<file path="src/rtl/core/frp_pkg.sv">
`timescale 1ns / 1ps
`default_nettype none
// ---------------------------------------------------------------------------
// frp_pkg: shared types and constants of the frame receive parser
// Widths, phase codes, result event codes, port structs and the CRC byte step.
// ---------------------------------------------------------------------------
package frp_pkg;

   localparam int BufDepth   = 256;
   localparam int AddrW      = $clog2(BufDepth);
   localparam int PosW       = AddrW + 1;
   localparam int PayloadMax = ((BufDepth - 9) < 255) ? (BufDepth - 9) : 255;

   localparam logic [1:0] EV_FRAME = 2'd0;
   localparam logic [1:0] EV_READ  = 2'd1;
   localparam logic [1:0] EV_DROP  = 2'd2;

   localparam logic [1:0] CSR_HEADER = 2'd0;
   localparam logic [1:0] CSR_TYPE_A = 2'd1;
   localparam logic [1:0] CSR_TYPE_B = 2'd2;

   localparam logic FUNC_PUSH = 1'b0;
   localparam logic FUNC_READ = 1'b1;

   typedef enum logic [2:0] {
      PH_HEADER, PH_TYPE, PH_TOPIC, PH_SIZE, PH_CONTENT, PH_CRC
   } phase_type;

   typedef enum logic [2:0] {
      ST_IDLE, ST_READ, ST_PARSE, ST_PWAIT, ST_OUT
   } state_type;

   typedef struct packed {
      logic       func;
      logic [7:0] data_byte;
      logic [7:0] read_index;
   } req_type;

   typedef struct packed {
      logic [1:0]  event_res;
      logic [7:0]  frame_type;
      logic [15:0] frame_topic;
      logic [7:0]  payload_length;
      logic [7:0]  payload_byte;
   } rsp_type;

   // control from the sequencer to the parser datapath
   typedef struct packed {
      logic step;
      logic rst;
   } pctl_type;

   // parser report back to the sequencer
   typedef struct packed {
      logic       good;
      logic       restart;
      logic [PosW-1:0] restart_pos;
   } pstat_type;

   function automatic logic [15:0] crc_byte(input logic [15:0] crc, input logic [7:0] b);
      logic [15:0] c;
      c = crc ^ {8'h00, b};
      for (int k = 0; k < 8; k++) begin
         c = c[0] ? ((c >> 1) ^ 16'hA001) : (c >> 1);
      end
      return c;
   endfunction

endpackage
`default_nettype wire

</file>
<file path="src/rtl/core/frame_receive_parser_crc16.sv">
`timescale 1ns / 1ps
`default_nettype none
// ---------------------------------------------------------------------------
// frame_receive_parser_crc16: length-prefixed frame receiver with CRC-16 check
// Buffers received bytes in a ring and parses header/type/topic/size/payload/CRC.
// ---------------------------------------------------------------------------
// A word with func 0 pushes a received byte into a 256-byte ring; the parser
// then walks the unparsed ring bytes, each by a ring memory read and then a
// parse, and answers with a frame event when a frame passes its CRC, or
// nothing; it stops early at such a frame. Normally one byte is parsed per
// push, more after a mismatch rescans from one byte past the frame start. A
// push into a full ring answers with a drop event. A word with func 1 reads
// the payload store through the READ and OUT states and answers.
// Results wait in an output register until taken.
module frame_receive_parser_crc16 (
   input  wire logic             clock,
   input  wire logic             reset,
   input  wire logic             req_valid,
   output logic                  req_ready,
   input  wire frp_pkg::req_type req_data,
   output logic                  rsp_valid,
   input  wire logic             rsp_ready,
   output frp_pkg::rsp_type      rsp_data,
   input  wire logic             csr_valid,
   output logic                  csr_ready,
   input  wire logic [1:0]       csr_index,
   input  wire logic [15:0]      csr_wdata
);
   localparam int PosW  = frp_pkg::PosW;
   localparam int AddrW = frp_pkg::AddrW;

   frp_pkg::state_type state_ff, state_in;
   logic [PosW-1:0] wpos_ff, wpos_in, fpos_ff, fpos_in, spos_ff, spos_in;
   logic [15:0] hval_ff;
   logic [7:0]  tca_ff, tcb_ff, ridx_ff, ridx_in;
   frp_pkg::rsp_type rsp_ff, rsp_in;
   logic rv_ff, rv_in;
   logic accept, full, ring_we;
   logic [PosW-1:0] used;
   logic [7:0] ring_q, pl_q, ptype, plen;
   logic [15:0] ptopic;
   frp_pkg::pctl_type pctl;
   frp_pkg::pstat_type pstat;

   assign csr_ready = 1'b1;
   assign req_ready = (state_ff == frp_pkg::ST_IDLE) && !rv_ff;
   assign accept    = req_valid && req_ready;
   assign used      = wpos_ff - fpos_ff;
   assign full      = used[PosW-1];
   assign ring_we   = accept && req_data.func == frp_pkg::FUNC_PUSH && !full;
   assign rsp_valid = rv_ff;
   assign rsp_data  = rsp_ff;

   frp_ring u_ring (
      .clock   (clock),
      .wr_en   (ring_we),
      .wr_addr (wpos_ff[AddrW-1:0]),
      .wr_data (req_data.data_byte),
      .rd_addr (spos_ff[AddrW-1:0]),
      .rd_data (ring_q)
   );

   frp_parser u_parser (
      .clock        (clock),
      .reset        (reset),
      .ctl          (pctl),
      .byte_in      (ring_q),
      .start_pos    (fpos_ff),
      .next_scan    (spos_ff),
      .header_value (hval_ff),
      .type_code_a  (tca_ff),
      .type_code_b  (tcb_ff),
      .pl_rd_addr   (ridx_ff),
      .pl_rd_data   (pl_q),
      .stat         (pstat),
      .type_seen    (ptype),
      .topic_word   (ptopic),
      .length_lo    (plen)
   );

   always_comb begin
      state_in = state_ff;
      wpos_in  = wpos_ff;
      fpos_in  = fpos_ff;
      spos_in  = spos_ff;
      ridx_in  = ridx_ff;
      rsp_in   = rsp_ff;
      rv_in    = rv_ff && !rsp_ready;
      pctl     = '0;
      unique case (state_ff)
         frp_pkg::ST_IDLE: begin
            if (accept) begin
               rsp_in = '0;
               if (req_data.func == frp_pkg::FUNC_READ) begin
                  ridx_in  = req_data.read_index;
                  state_in = frp_pkg::ST_READ;
               end else if (full) begin
                  rsp_in.event_res = frp_pkg::EV_DROP;
                  rv_in = 1'b1;
               end else begin
                  wpos_in  = wpos_ff + PosW'(1);
                  state_in = frp_pkg::ST_PARSE;
               end
            end
         end
         frp_pkg::ST_READ: state_in = frp_pkg::ST_OUT;
         frp_pkg::ST_OUT: begin
            rsp_in.event_res    = frp_pkg::EV_READ;
            rsp_in.payload_byte = pl_q;
            rv_in    = 1'b1;
            state_in = frp_pkg::ST_IDLE;
         end
         frp_pkg::ST_PARSE: begin
            // issue ring read at scan position, or finish when caught up
            if (spos_ff == wpos_ff) state_in = frp_pkg::ST_IDLE;
            else begin
               spos_in  = spos_ff + PosW'(1);
               state_in = frp_pkg::ST_PWAIT;
            end
         end
         frp_pkg::ST_PWAIT: begin
            pctl.step = 1'b1;
            state_in  = frp_pkg::ST_PARSE;
            if (pstat.good || pstat.restart) begin
               fpos_in = pstat.restart_pos;
               spos_in = pstat.restart_pos;
            end
            if (pstat.good) begin
               rsp_in.event_res      = frp_pkg::EV_FRAME;
               rsp_in.frame_type     = ptype;
               rsp_in.frame_topic    = ptopic;
               rsp_in.payload_length = plen;
               rv_in    = 1'b1;
               state_in = frp_pkg::ST_IDLE;
            end
         end
         default: state_in = frp_pkg::ST_IDLE;
      endcase
   end

   always_ff @(posedge clock) begin
      if (reset) begin
         state_ff <= frp_pkg::ST_IDLE;
         wpos_ff  <= '0;
         fpos_ff  <= '0;
         spos_ff  <= '0;
         rv_ff    <= 1'b0;
         hval_ff  <= 16'h0000;
         tca_ff   <= 8'h00;
         tcb_ff   <= 8'h01;
      end else begin
         state_ff <= state_in;
         wpos_ff  <= wpos_in;
         fpos_ff  <= fpos_in;
         spos_ff  <= spos_in;
         rv_ff    <= rv_in;
         if (csr_valid) begin
            unique case (csr_index)
               frp_pkg::CSR_HEADER: hval_ff <= csr_wdata;
               frp_pkg::CSR_TYPE_A: tca_ff  <= csr_wdata[7:0];
               frp_pkg::CSR_TYPE_B: tcb_ff  <= csr_wdata[7:0];
               default: ;
            endcase
         end
      end
   end

   always_ff @(posedge clock) begin
      ridx_ff <= ridx_in;
      rsp_ff  <= rsp_in;
   end
endmodule
`default_nettype wire

</file>
<file path="src/rtl/core/frp_ring.sv">
`timescale 1ns / 1ps
`default_nettype none
// ---------------------------------------------------------------------------
// frp_ring: received byte ring buffer
// One write port, one registered read port.
// ---------------------------------------------------------------------------
module frp_ring (
   input  wire logic                     clock,
   input  wire logic                     wr_en,
   input  wire logic [frp_pkg::AddrW-1:0] wr_addr,
   input  wire logic [7:0]               wr_data,
   input  wire logic [frp_pkg::AddrW-1:0] rd_addr,
   output logic [7:0]                    rd_data
);
   logic [7:0] mem [frp_pkg::BufDepth];

   always_ff @(posedge clock) begin
      if (wr_en) begin
         mem[wr_addr] <= wr_data;
      end
      rd_data <= mem[rd_addr];
   end
endmodule
`default_nettype wire

</file>
<file path="src/rtl/core/frp_parser.sv">
`timescale 1ns / 1ps
`default_nettype none
// ---------------------------------------------------------------------------
// frp_parser: per-byte frame field parser
// Consumes one ring byte per step, tracks phase, fields and CRC, and writes
// payload bytes into the payload store.
// ---------------------------------------------------------------------------
module frp_parser (
   input  wire logic                    clock,
   input  wire logic                    reset,
   input  wire frp_pkg::pctl_type       ctl,
   input  wire logic [7:0]              byte_in,
   input  wire logic [frp_pkg::PosW-1:0] start_pos,
   input  wire logic [frp_pkg::PosW-1:0] next_scan,
   input  wire logic [15:0]             header_value,
   input  wire logic [7:0]              type_code_a,
   input  wire logic [7:0]              type_code_b,
   input  wire logic [7:0]              pl_rd_addr,
   output logic [7:0]                   pl_rd_data,
   output frp_pkg::pstat_type           stat,
   output logic [7:0]                   type_seen,
   output logic [15:0]                  topic_word,
   output logic [7:0]                   length_lo
);
   frp_pkg::phase_type phase_ff, phase_in;
   logic [1:0]  left_ff, left_in;
   logic [15:0] crc_ff, crc_in;
   logic [15:0] hdr_ff, hdr_in, top_ff, top_in, len_ff, len_in, rcrc_ff, rcrc_in;
   logic [7:0]  typ_ff, typ_in, cnt_ff, cnt_in;
   logic [1:0]  left_dec;
   logic [15:0] crc_next;
   logic        pl_we;
   logic [7:0]  pl_mem [256];

   function automatic logic [15:0] shift_in(input logic [15:0] w, input logic [1:0] l,
                                            input logic [7:0] b);
      return (l == 2'd1) ? {b, w[7:0]} : {w[15:8], b};
   endfunction

   assign left_dec = left_ff - 2'd1;
   assign crc_next = frp_pkg::crc_byte(crc_ff, byte_in);

   always_comb begin
      phase_in = phase_ff;
      left_in  = left_ff;
      crc_in   = crc_ff;
      hdr_in   = hdr_ff;
      top_in   = top_ff;
      len_in   = len_ff;
      rcrc_in  = rcrc_ff;
      typ_in   = typ_ff;
      cnt_in   = cnt_ff;
      pl_we    = 1'b0;
      stat     = '0;
      if (ctl.step) begin
         unique case (phase_ff)
            frp_pkg::PH_HEADER: begin
               left_in = left_dec;
               hdr_in  = shift_in(hdr_ff, left_dec, byte_in);
               crc_in  = crc_next;
               if (left_dec == 2'd0) begin
                  if (hdr_in == header_value) phase_in = frp_pkg::PH_TYPE;
                  else stat.restart = 1'b1;
               end
            end
            frp_pkg::PH_TYPE: begin
               if (byte_in == type_code_a || byte_in == type_code_b) begin
                  typ_in   = byte_in;
                  left_in  = 2'd2;
                  phase_in = frp_pkg::PH_TOPIC;
                  crc_in   = crc_next;
               end else begin
                  stat.restart = 1'b1;
               end
            end
            frp_pkg::PH_TOPIC: begin
               left_in = left_dec;
               top_in  = shift_in(top_ff, left_dec, byte_in);
               crc_in  = crc_next;
               if (left_dec == 2'd0) begin
                  left_in  = 2'd2;
                  phase_in = frp_pkg::PH_SIZE;
               end
            end
            frp_pkg::PH_SIZE: begin
               left_in = left_dec;
               len_in  = shift_in(len_ff, left_dec, byte_in);
               crc_in  = crc_next;
               if (left_dec == 2'd0) begin
                  if (len_in > 16'(frp_pkg::PayloadMax)) begin
                     stat.restart = 1'b1;
                  end else if (len_in == 16'd0) begin
                     left_in  = 2'd2;
                     phase_in = frp_pkg::PH_CRC;
                  end else begin
                     cnt_in   = 8'd0;
                     phase_in = frp_pkg::PH_CONTENT;
                  end
               end
            end
            frp_pkg::PH_CONTENT: begin
               pl_we  = 1'b1;
               cnt_in = cnt_ff + 8'd1;
               crc_in = crc_next;
               if ({8'h00, cnt_in} >= len_ff) begin
                  left_in  = 2'd2;
                  phase_in = frp_pkg::PH_CRC;
                  cnt_in   = 8'd0;
               end
            end
            frp_pkg::PH_CRC: begin
               left_in = left_dec;
               rcrc_in = shift_in(rcrc_ff, left_dec, byte_in);
               if (left_dec == 2'd0) begin
                  if (rcrc_in == {crc_ff[7:0], crc_ff[15:8]}) stat.good = 1'b1;
                  else stat.restart = 1'b1;
               end
            end
            default: stat.restart = 1'b1;
         endcase
      end
      stat.restart_pos = stat.good ? next_scan : start_pos + frp_pkg::PosW'(1);
      if (ctl.rst || stat.good || stat.restart) begin
         phase_in = frp_pkg::PH_HEADER;
         left_in  = 2'd2;
         crc_in   = 16'hFFFF;
         cnt_in   = 8'd0;
      end
   end

   always_ff @(posedge clock) begin
      if (reset) begin
         phase_ff <= frp_pkg::PH_HEADER;
         left_ff  <= 2'd2;
         crc_ff   <= 16'hFFFF;
         hdr_ff   <= '0;
         top_ff   <= '0;
         len_ff   <= '0;
         rcrc_ff  <= '0;
         typ_ff   <= '0;
         cnt_ff   <= '0;
      end else begin
         phase_ff <= phase_in;
         left_ff  <= left_in;
         crc_ff   <= crc_in;
         hdr_ff   <= hdr_in;
         top_ff   <= top_in;
         len_ff   <= len_in;
         rcrc_ff  <= rcrc_in;
         typ_ff   <= typ_in;
         cnt_ff   <= cnt_in;
      end
   end

   always_ff @(posedge clock) begin
      if (pl_we) begin
         pl_mem[cnt_ff] <= byte_in;
      end
      pl_rd_data <= pl_mem[pl_rd_addr];
   end

   assign type_seen  = typ_ff;
   assign topic_word = top_ff;
   assign length_lo  = len_ff[7:0];
endmodule
`default_nettype wire
</file>
<file path="config.mk">
export PLATFORM = sky130hd
export DESIGN_NAME = frame_receive_parser_crc16
export DESIGN_NICKNAME = d
export VERILOG_FILES = /design/src/rtl/core/frp_pkg.sv /design/src/rtl/core/frame_receive_parser_crc16.sv /design/src/rtl/core/frp_ring.sv /design/src/rtl/core/frp_parser.sv
export SDC_FILE = /design/constraint.sdc
export NUM_CORES = 2
export LEC_CHECK = 0
export ABC_AREA = 1
export BUFFER_PORTS_ARGS = -buffer_cell sky130_fd_sc_hd__buf_4
export CAP_MARGIN = 30
export CORE_MARGIN = 2
export CORE_UTILIZATION = 45
export CTS_CLUSTER_DIAMETER = 100
export DETAILED_ROUTE_END_ITERATION = 10
export PLACE_DENSITY = 0.71
export SYNTH_ARGS = -nofsm -noshare
export SYNTH_HDL_FRONTEND = slang
export SYNTH_SLANG_ARGS = --single-unit
</file>
<file path="constraint.sdc">
create_clock -name clock -period 9.5 [get_ports clock]
set_clock_uncertainty 0.15 [all_clocks]
set_input_delay 1.425 -clock clock [delete_from_list [all_inputs] [get_ports clock]]
set_output_delay 1.425 -clock clock [all_outputs]
set_load 0.02 [all_outputs]
</file>
== Word-level counts from Yosys, hierarchy flattened ==
Memories as Yosys holds them, arrays and structs flattened. A register that Yosys moved wholly into a read port is not among the register bits.
Index checks and enable logic that the tools add are counted.
Storage, ports and cells
  RAM bits: 4096
  output and inout bits: 45
  input port bits: 40
  register bits after elaboration: 214
  memories: 2
  logic and storage cells: 198
Memories
  u_parser.pl_mem: words 256, bits a word 8, read ports 1, clocked after memory_dff 1, wr ports 1, RTL line frp_parser.sv:33  | logic [7:0] pl_mem [256];
  u_ring.mem: words 256, bits a word 8, read ports 1, clocked after memory_dff 1, wr ports 1, RTL line frp_ring.sv:15  | logic [7:0] mem [frp_pkg::BufDepth];
Operators by class
  order comparisons: 2
  equality and inequality tests: 30
  reductions and logical operators: 48
  add/subtract/negate cells: 6
  mux-type cells: 74
  bitwise operators: 12
Operators with widths (number)
  16-bit two-way mux: 12
  32-bit case mux with 2 select lines: 1
  42-bit two-way mux: 1
  34-bit two-way mux: 1
  16-bit == test: 2
  8-bit two-way mux: 4
  16-bit case mux with 2 select lines: 1
  8-bit case mux with 2 select lines: 2
  3-bit two-way mux: 10
  9-bit by 1-bit adder with 9-bit output, second input constant: 3
  9-bit two-way mux: 3
  2-bit two-way mux: 12
  2-bit inverter with 3-bit output: 8
  3-bit AND reduction: 8
  1-bit two-way mux: 20
  9-bit case mux with 2 select lines: 1
  2-bit AND reduction: 9
  8-bit == test: 2
  8-bit by 16-bit greater-or-equal comparator with 1-bit output: 1
  16-bit by 8-bit greater-than comparator with 1-bit output, second input constant: 1
  16-bit zero test: 1
  16-bit by 8-bit XOR with 16-bit output: 1
  3-bit case mux with 5 select lines: 1
  3-bit by 2-bit == test with 1-bit output, second input constant: 4
  other kinds (30): 63

== Depth between registers and ports, before layout ==
  depth in word-level cells: 19
  gate-level depth with buffers: 24
  mapped depth without buffers: 21

== By module ==
Synthesis repeated with hierarchy kept, for this count alone.
Second synthesis, totals
  cells, all modules: 15091
  area, all modules: 176416.7 um^2
Modules (own cells, without submodules)
  frp_parser: area an instance 88044.4 um^2, times used 1, cells each 7510, seq. area each 63681.1 um^2
  frp_ring: area an instance 83396.2 um^2, times used 1, cells each 7003, seq. area each 61659.1 um^2
  frame_receive_parser_crc16: area an instance 4976.0 um^2, times used 1, cells each 578, seq. area each 2762.6 um^2

== Worst setup path after synthesis ==
OpenSTA, ideal clock, no wires.
  path type: register to register
  start: reg u_ring.rd_data[3] (read register of u_ring.mem)
  end: reg rsp_ff (netlist bit rsp_data[10]), enable pin
  stages on the path, launching flop included: 13
  clock period less this slack: 7350 ps
  buffers on the path: 0
  arrival: 6779 ps
  library setup time: 421 ps
  path slack: 2150 ps
  path through: dfxtp_1 > inv_1 > nand2_1 > nand2_1 > nand2_1 > nand2_1 > nor2_1 > nand2_1 > nor2_1 > nand4_1 > nand2_1 > nand2_1 > nor2_1
On the way
  word-level cells in the longest chain between the ends: 8
Ends and longest elaborated chain
  start: declaration: RTL line frp_ring.sv:13  | output logic [7:0] rd_data
  16-bit two-way mux: RTL line frp_parser.sv:37  | return (l == 2'd1) ? {b, w[7:0]} : {w[15:8], b};
  16-bit == test: RTL line frp_parser.sv:115  | if (rcrc_in == {crc_ff[7:0], crc_ff[15:8]}) stat.good = 1'b1;
  1-bit two-way mux: RTL line frp_parser.sv:115
  2-bit two-way mux: RTL line frp_parser.sv:114  | if (left_dec == 2'd0) begin
  1-bit two-way mux: RTL line frp_parser.sv:56  | unique case (phase_ff)
  2-bit two-way mux: RTL line frp_parser.sv:55  | if (ctl.step) begin
  2-bit inequality test (no source line)
  3-bit AND reduction (no source line)
  end signal: assignment: RTL line frame_receive_parser_crc16.sv:170  | rsp_ff <= rsp_in;
  end: declaration: RTL line frame_receive_parser_crc16.sv:36  | frp_pkg::rsp_type rsp_ff, rsp_in;
Every way passes these cells.
A chain may end at the register's enable or synchronous reset.

== Final worst setup path ==
  start: reg wpos_ff[3]
  end: mem u_ring.mem[55][4], enable pin
On the way
  word-level cells in the longest chain between the ends: 5
Ends and longest elaborated chain
  start: declaration: RTL line frame_receive_parser_crc16.sv:33  | logic [PosW-1:0] wpos_ff, wpos_in, fpos_ff, fpos_in, spos_ff, spos_in;
  start signal: assignment: RTL line frame_receive_parser_crc16.sv:153  | wpos_ff <= wpos_in;
  9-bit subtractor: RTL line frame_receive_parser_crc16.sv:48  | assign used = wpos_ff - fpos_ff;
  1-bit zero test: RTL line frame_receive_parser_crc16.sv:50  | assign ring_we = accept && req_data.func == frp_pkg::FUNC_PUSH && !full;
  1-bit logical AND: RTL line frame_receive_parser_crc16.sv:50
  1-bit two-way mux: RTL line frp_ring.sv:18  | if (wr_en) begin
  1-bit two-way mux (not written as such): RTL line frp_ring.sv:19  | mem[wr_addr] <= wr_data;
  end: declaration: RTL line frp_ring.sv:15
Parallel ways exist; a longest one is shown, timed or not.

==> impl_metrics.yaml <==
setup_path:
  crit_arrival_ns: 5.52
  slowest_stage: "nor3_2"
  start_kind: "register"
  critPathKind: "register to register"
  rr_worst_depth: 12
  r2r_start: "wpos_ff[3]"
  crit_fanout: 16
  cp-end-kind: "register"
  reg2reg_slack_ns: 4.36
  rr_endpoint: "u_ring.mem[55][4]"
  cp_slowest_stage_delay_ns: 0.95
  crit_chain: "ha_1 > a21oi_1 > nand2_1 > nand4_1 > nand2_1 > nand2_1 > nand2_1 > inv_1 > nand2_1 > nor3_2 > nand2_1 > nor2_1"
  crit_required_ns: 9.88
  worst_path_most_repeated_cell: "nand2_1"
timing:
  finalCritPeriodShare_pct: 54.1
  timing.fmax_ghz: 0.195
  grt_setup_unrepaired: "false"
  period_needed_ns: 5.14
  setup_viol: 0
  totalNegativeSetupSlack_ns: 0
  relSlewSlack_pct: 28.9
  hold_violations: 0
  drv_slew: 0
  worst_pin_slew_ns: 1.06
worst_hold_path:
  hold_class: "register to register"
  min_to: "u_parser.topic_word[8]"
  hold_start: "u_parser.topic_word[8]"
  min_path_cells: 2
synth:
  yosys.area.top_type: "edfxtp_1"
  synthFlopType: "edfxtp_1"
  yosys_warnings: 0
  yosysSeqAreaShare_pct: 74.0
  synth_edf_count: 4146
  syn_inst: 14000
  ys_types: 46
  syn_nets: 14100
  ys_ff_latch: 4326
  async_flop_share_pct: 0
  synth_top_area_share_pct: 71.9
  synth.avg_cell_area_um2: 12.3
  synthesis.area_mm2: 0.173
  ys_top_cells_by_area: "edfxtp_1 72%, o21ai_0 6.3%, nor2_1 6.1%"
layout:
  final_cell_mix: "4146 x edfxtp_1, 2788 x nor2_1, 2178 x o21ai_0"
  fill_cells: 31700
  nNetsFinal: 13800
  layout-drive-gt1-share_pct: 6.72
  final_cells: 19100
  mostFrequentLayoutCell: "edfxtp_1"
  syn_to_final_growth_pct: 10.4
die:
  die_x_um: 624
  io_pins: 85
  coreArea_mm2: 0.383
  num_rows: 227
  start_util_pct: 45.3
  die-area_mm2: 0.390
  fp.dieH_um: 624
cts:
  cts_sinks: 4326
  cts_resized: 0
  path_clk_slew_ns: 0.07
  max-clock-path-buffers: 4
  h-tree-depth: 5
  clockRootBuffer: "clkbuf_16"
  hold_buffers: 0
  post_cts_buffers: 0
  insertion_delay_ns: 0.92
  cts_tree: "done"
  numCtsBuffers: 406
pwr:
  cellLeakagePower_uw: 0.0613
  ir_drop_mv: 0.196
  powerDensity_mw_per_mm2: 255
global_routing:
  grt_pass1_vias: 107000
  grt_pass1_wl_um: 686000
  grt_overflow: 0
  antenna_found_initial: 6
  grt_util_all_layers_pct: 23.1
  grt_max_degree: 232
route:
  routedWlPerCell_um: 24.5
  ant_nets: 0
  drt_iter0_drc: 16800
  avgViaCountPerCell: 6.01
  num_vias: 114000
  drt-total-wl_um: 468000
  first_pass_iters: 8
  drc: 0
run:
  cap_viol_max_count: 0
outcome:
  outcome: "finished, final reports clean"
place:
  gp_congestion: 0.886
  place_inst: 18300
  port_buffers: 83
  hpwl_um: 257000
## state kept, by name, indices dropped and copies added (netlist names), 16 cells and up
signal,cells
u_parser.hdr_ff,16
u_parser.crc_ff,16
hval_ff,16
u_parser.rcrc_ff,16
u_parser.pl_mem,2048
u_parser.topic_word,16
u_parser.len_ff,16
rsp_data,42
u_ring.mem,2048
## power breakdown
part	leakage, uW	internal [uW]	switching, uW	total [uW]
registers	0.0388	22500	392	22900
logic	0.0161	2210	7400	9610
clock network	0.00642	9280	6980	16300
## worst max-delay path, delay by kind of cell, from the launching register on
kind | cells | cell delay (ns)
and+or+nand+nor | 9 | 3.46
DFF | 1 | 0.51
adders and majority gates | 1 | 0.31
AOI/OAI and AO/OA | 1 | 0.17
buffers and inverters | 1 | 0.13
## cells by family after synthesis
group	count (synthesis)	synth area share, %
XOR/XNOR	47	0.238
other	1	0.00217
AO/OA/AOI/OAI	3497	11.3
AND/OR/NAND/NOR	4887	11.4
buffers and inverters	1255	2.91
adder cells (fa/ha/maj)	28	0.202
flip-flops	4326	74.0
## routing by layer
metal	global-route usage [%]	wire length, um
met5	0	39
met1	31.5	179000
met3	3.78	48600
met2	36.4	217000
met4	10.7	23500
## worst max-delay path by stage
| stage | start | to | slack, ns | cells after the start |
|---|---|---|---|---|
| floorplan | u_ring.rd_data[3] | rsp_data[10] | 2.15 | 12 |
| global placement | req_valid | u_ring.mem[62][4] | 4.35 | 7 |
| detailed placement | req_valid | u_ring.mem[55][5] | 4.30 | 7 |
| CTS | wpos_ff[3] | u_ring.mem[55][5] | 4.46 | 12 |
| global route | wpos_ff[3] | u_ring.mem[55][3] | 4.22 | 12 |
| finish | wpos_ff[3] | u_ring.mem[55][4] | 4.36 | 12 |
## final cells by class
type                            count  area [um^2]  area share, %
Clock inverter                    236         2360           1.24
Multi-Input combinational cell   8460        40100           21.0
Antenna cell                        3         7.51        0.00393
Timing Repair Buffer              261         2520           1.32
Sequential cell                  4326       128000           67.0
Clock buffer                      502        10800           5.63
Tap cell                         5038         6300           3.30
Inverter                          241          962          0.503
## synth_stat cells (5+ instances only)
cell / n
xor2_1: 29
inv_2: 15
nor4_1: 5
nor3_1: 18
nand2_4: 9
ha_1: 28
nand2_2: 6
edfxtp_1: 4146
or2_1: 9
o21ai_1: 9
o211ai_1: 82
nand3b_1: 23
o22ai_1: 812
buf_6: 8
buf_1: 55
nand3_2: 6
nor2_1: 2794
o221ai_1: 189
a21oi_1: 206
inv_1: 218
buf_4: 8
dfxtp_1: 180
nand3_1: 810
buf_2: 158
xnor2_1: 18
clkbuf_1: 783
clkinv_1: 5
nand2_1: 1150
nand4_1: 46
or2_2: 5
o21ai_0: 2178
## metrics by stage
| step | utilization [%] | setup slack, ns | area (um^2) | power (uW) | hold slack (ns) |
|---|---|---|---|---|---|
| after floorplan | - | 2.15 | 173000 | 28900 | 0.271 |
| after global placement | 46.4 | 4.35 | 178000 | 32500 | 0.283 |
| after detailed placement | 46.5 | 4.30 | 178000 | 32600 | 0.298 |
| after CTS | 49.9 | 4.46 | 191000 | 48600 | 0.311 |
| after global routing | 50.0 | 4.22 | 191000 | 50200 | 0.320 |
| final | 50.0 | 4.36 | 191000 | 48800 | 0.307 |
Power figures use the tool's default switching activity.
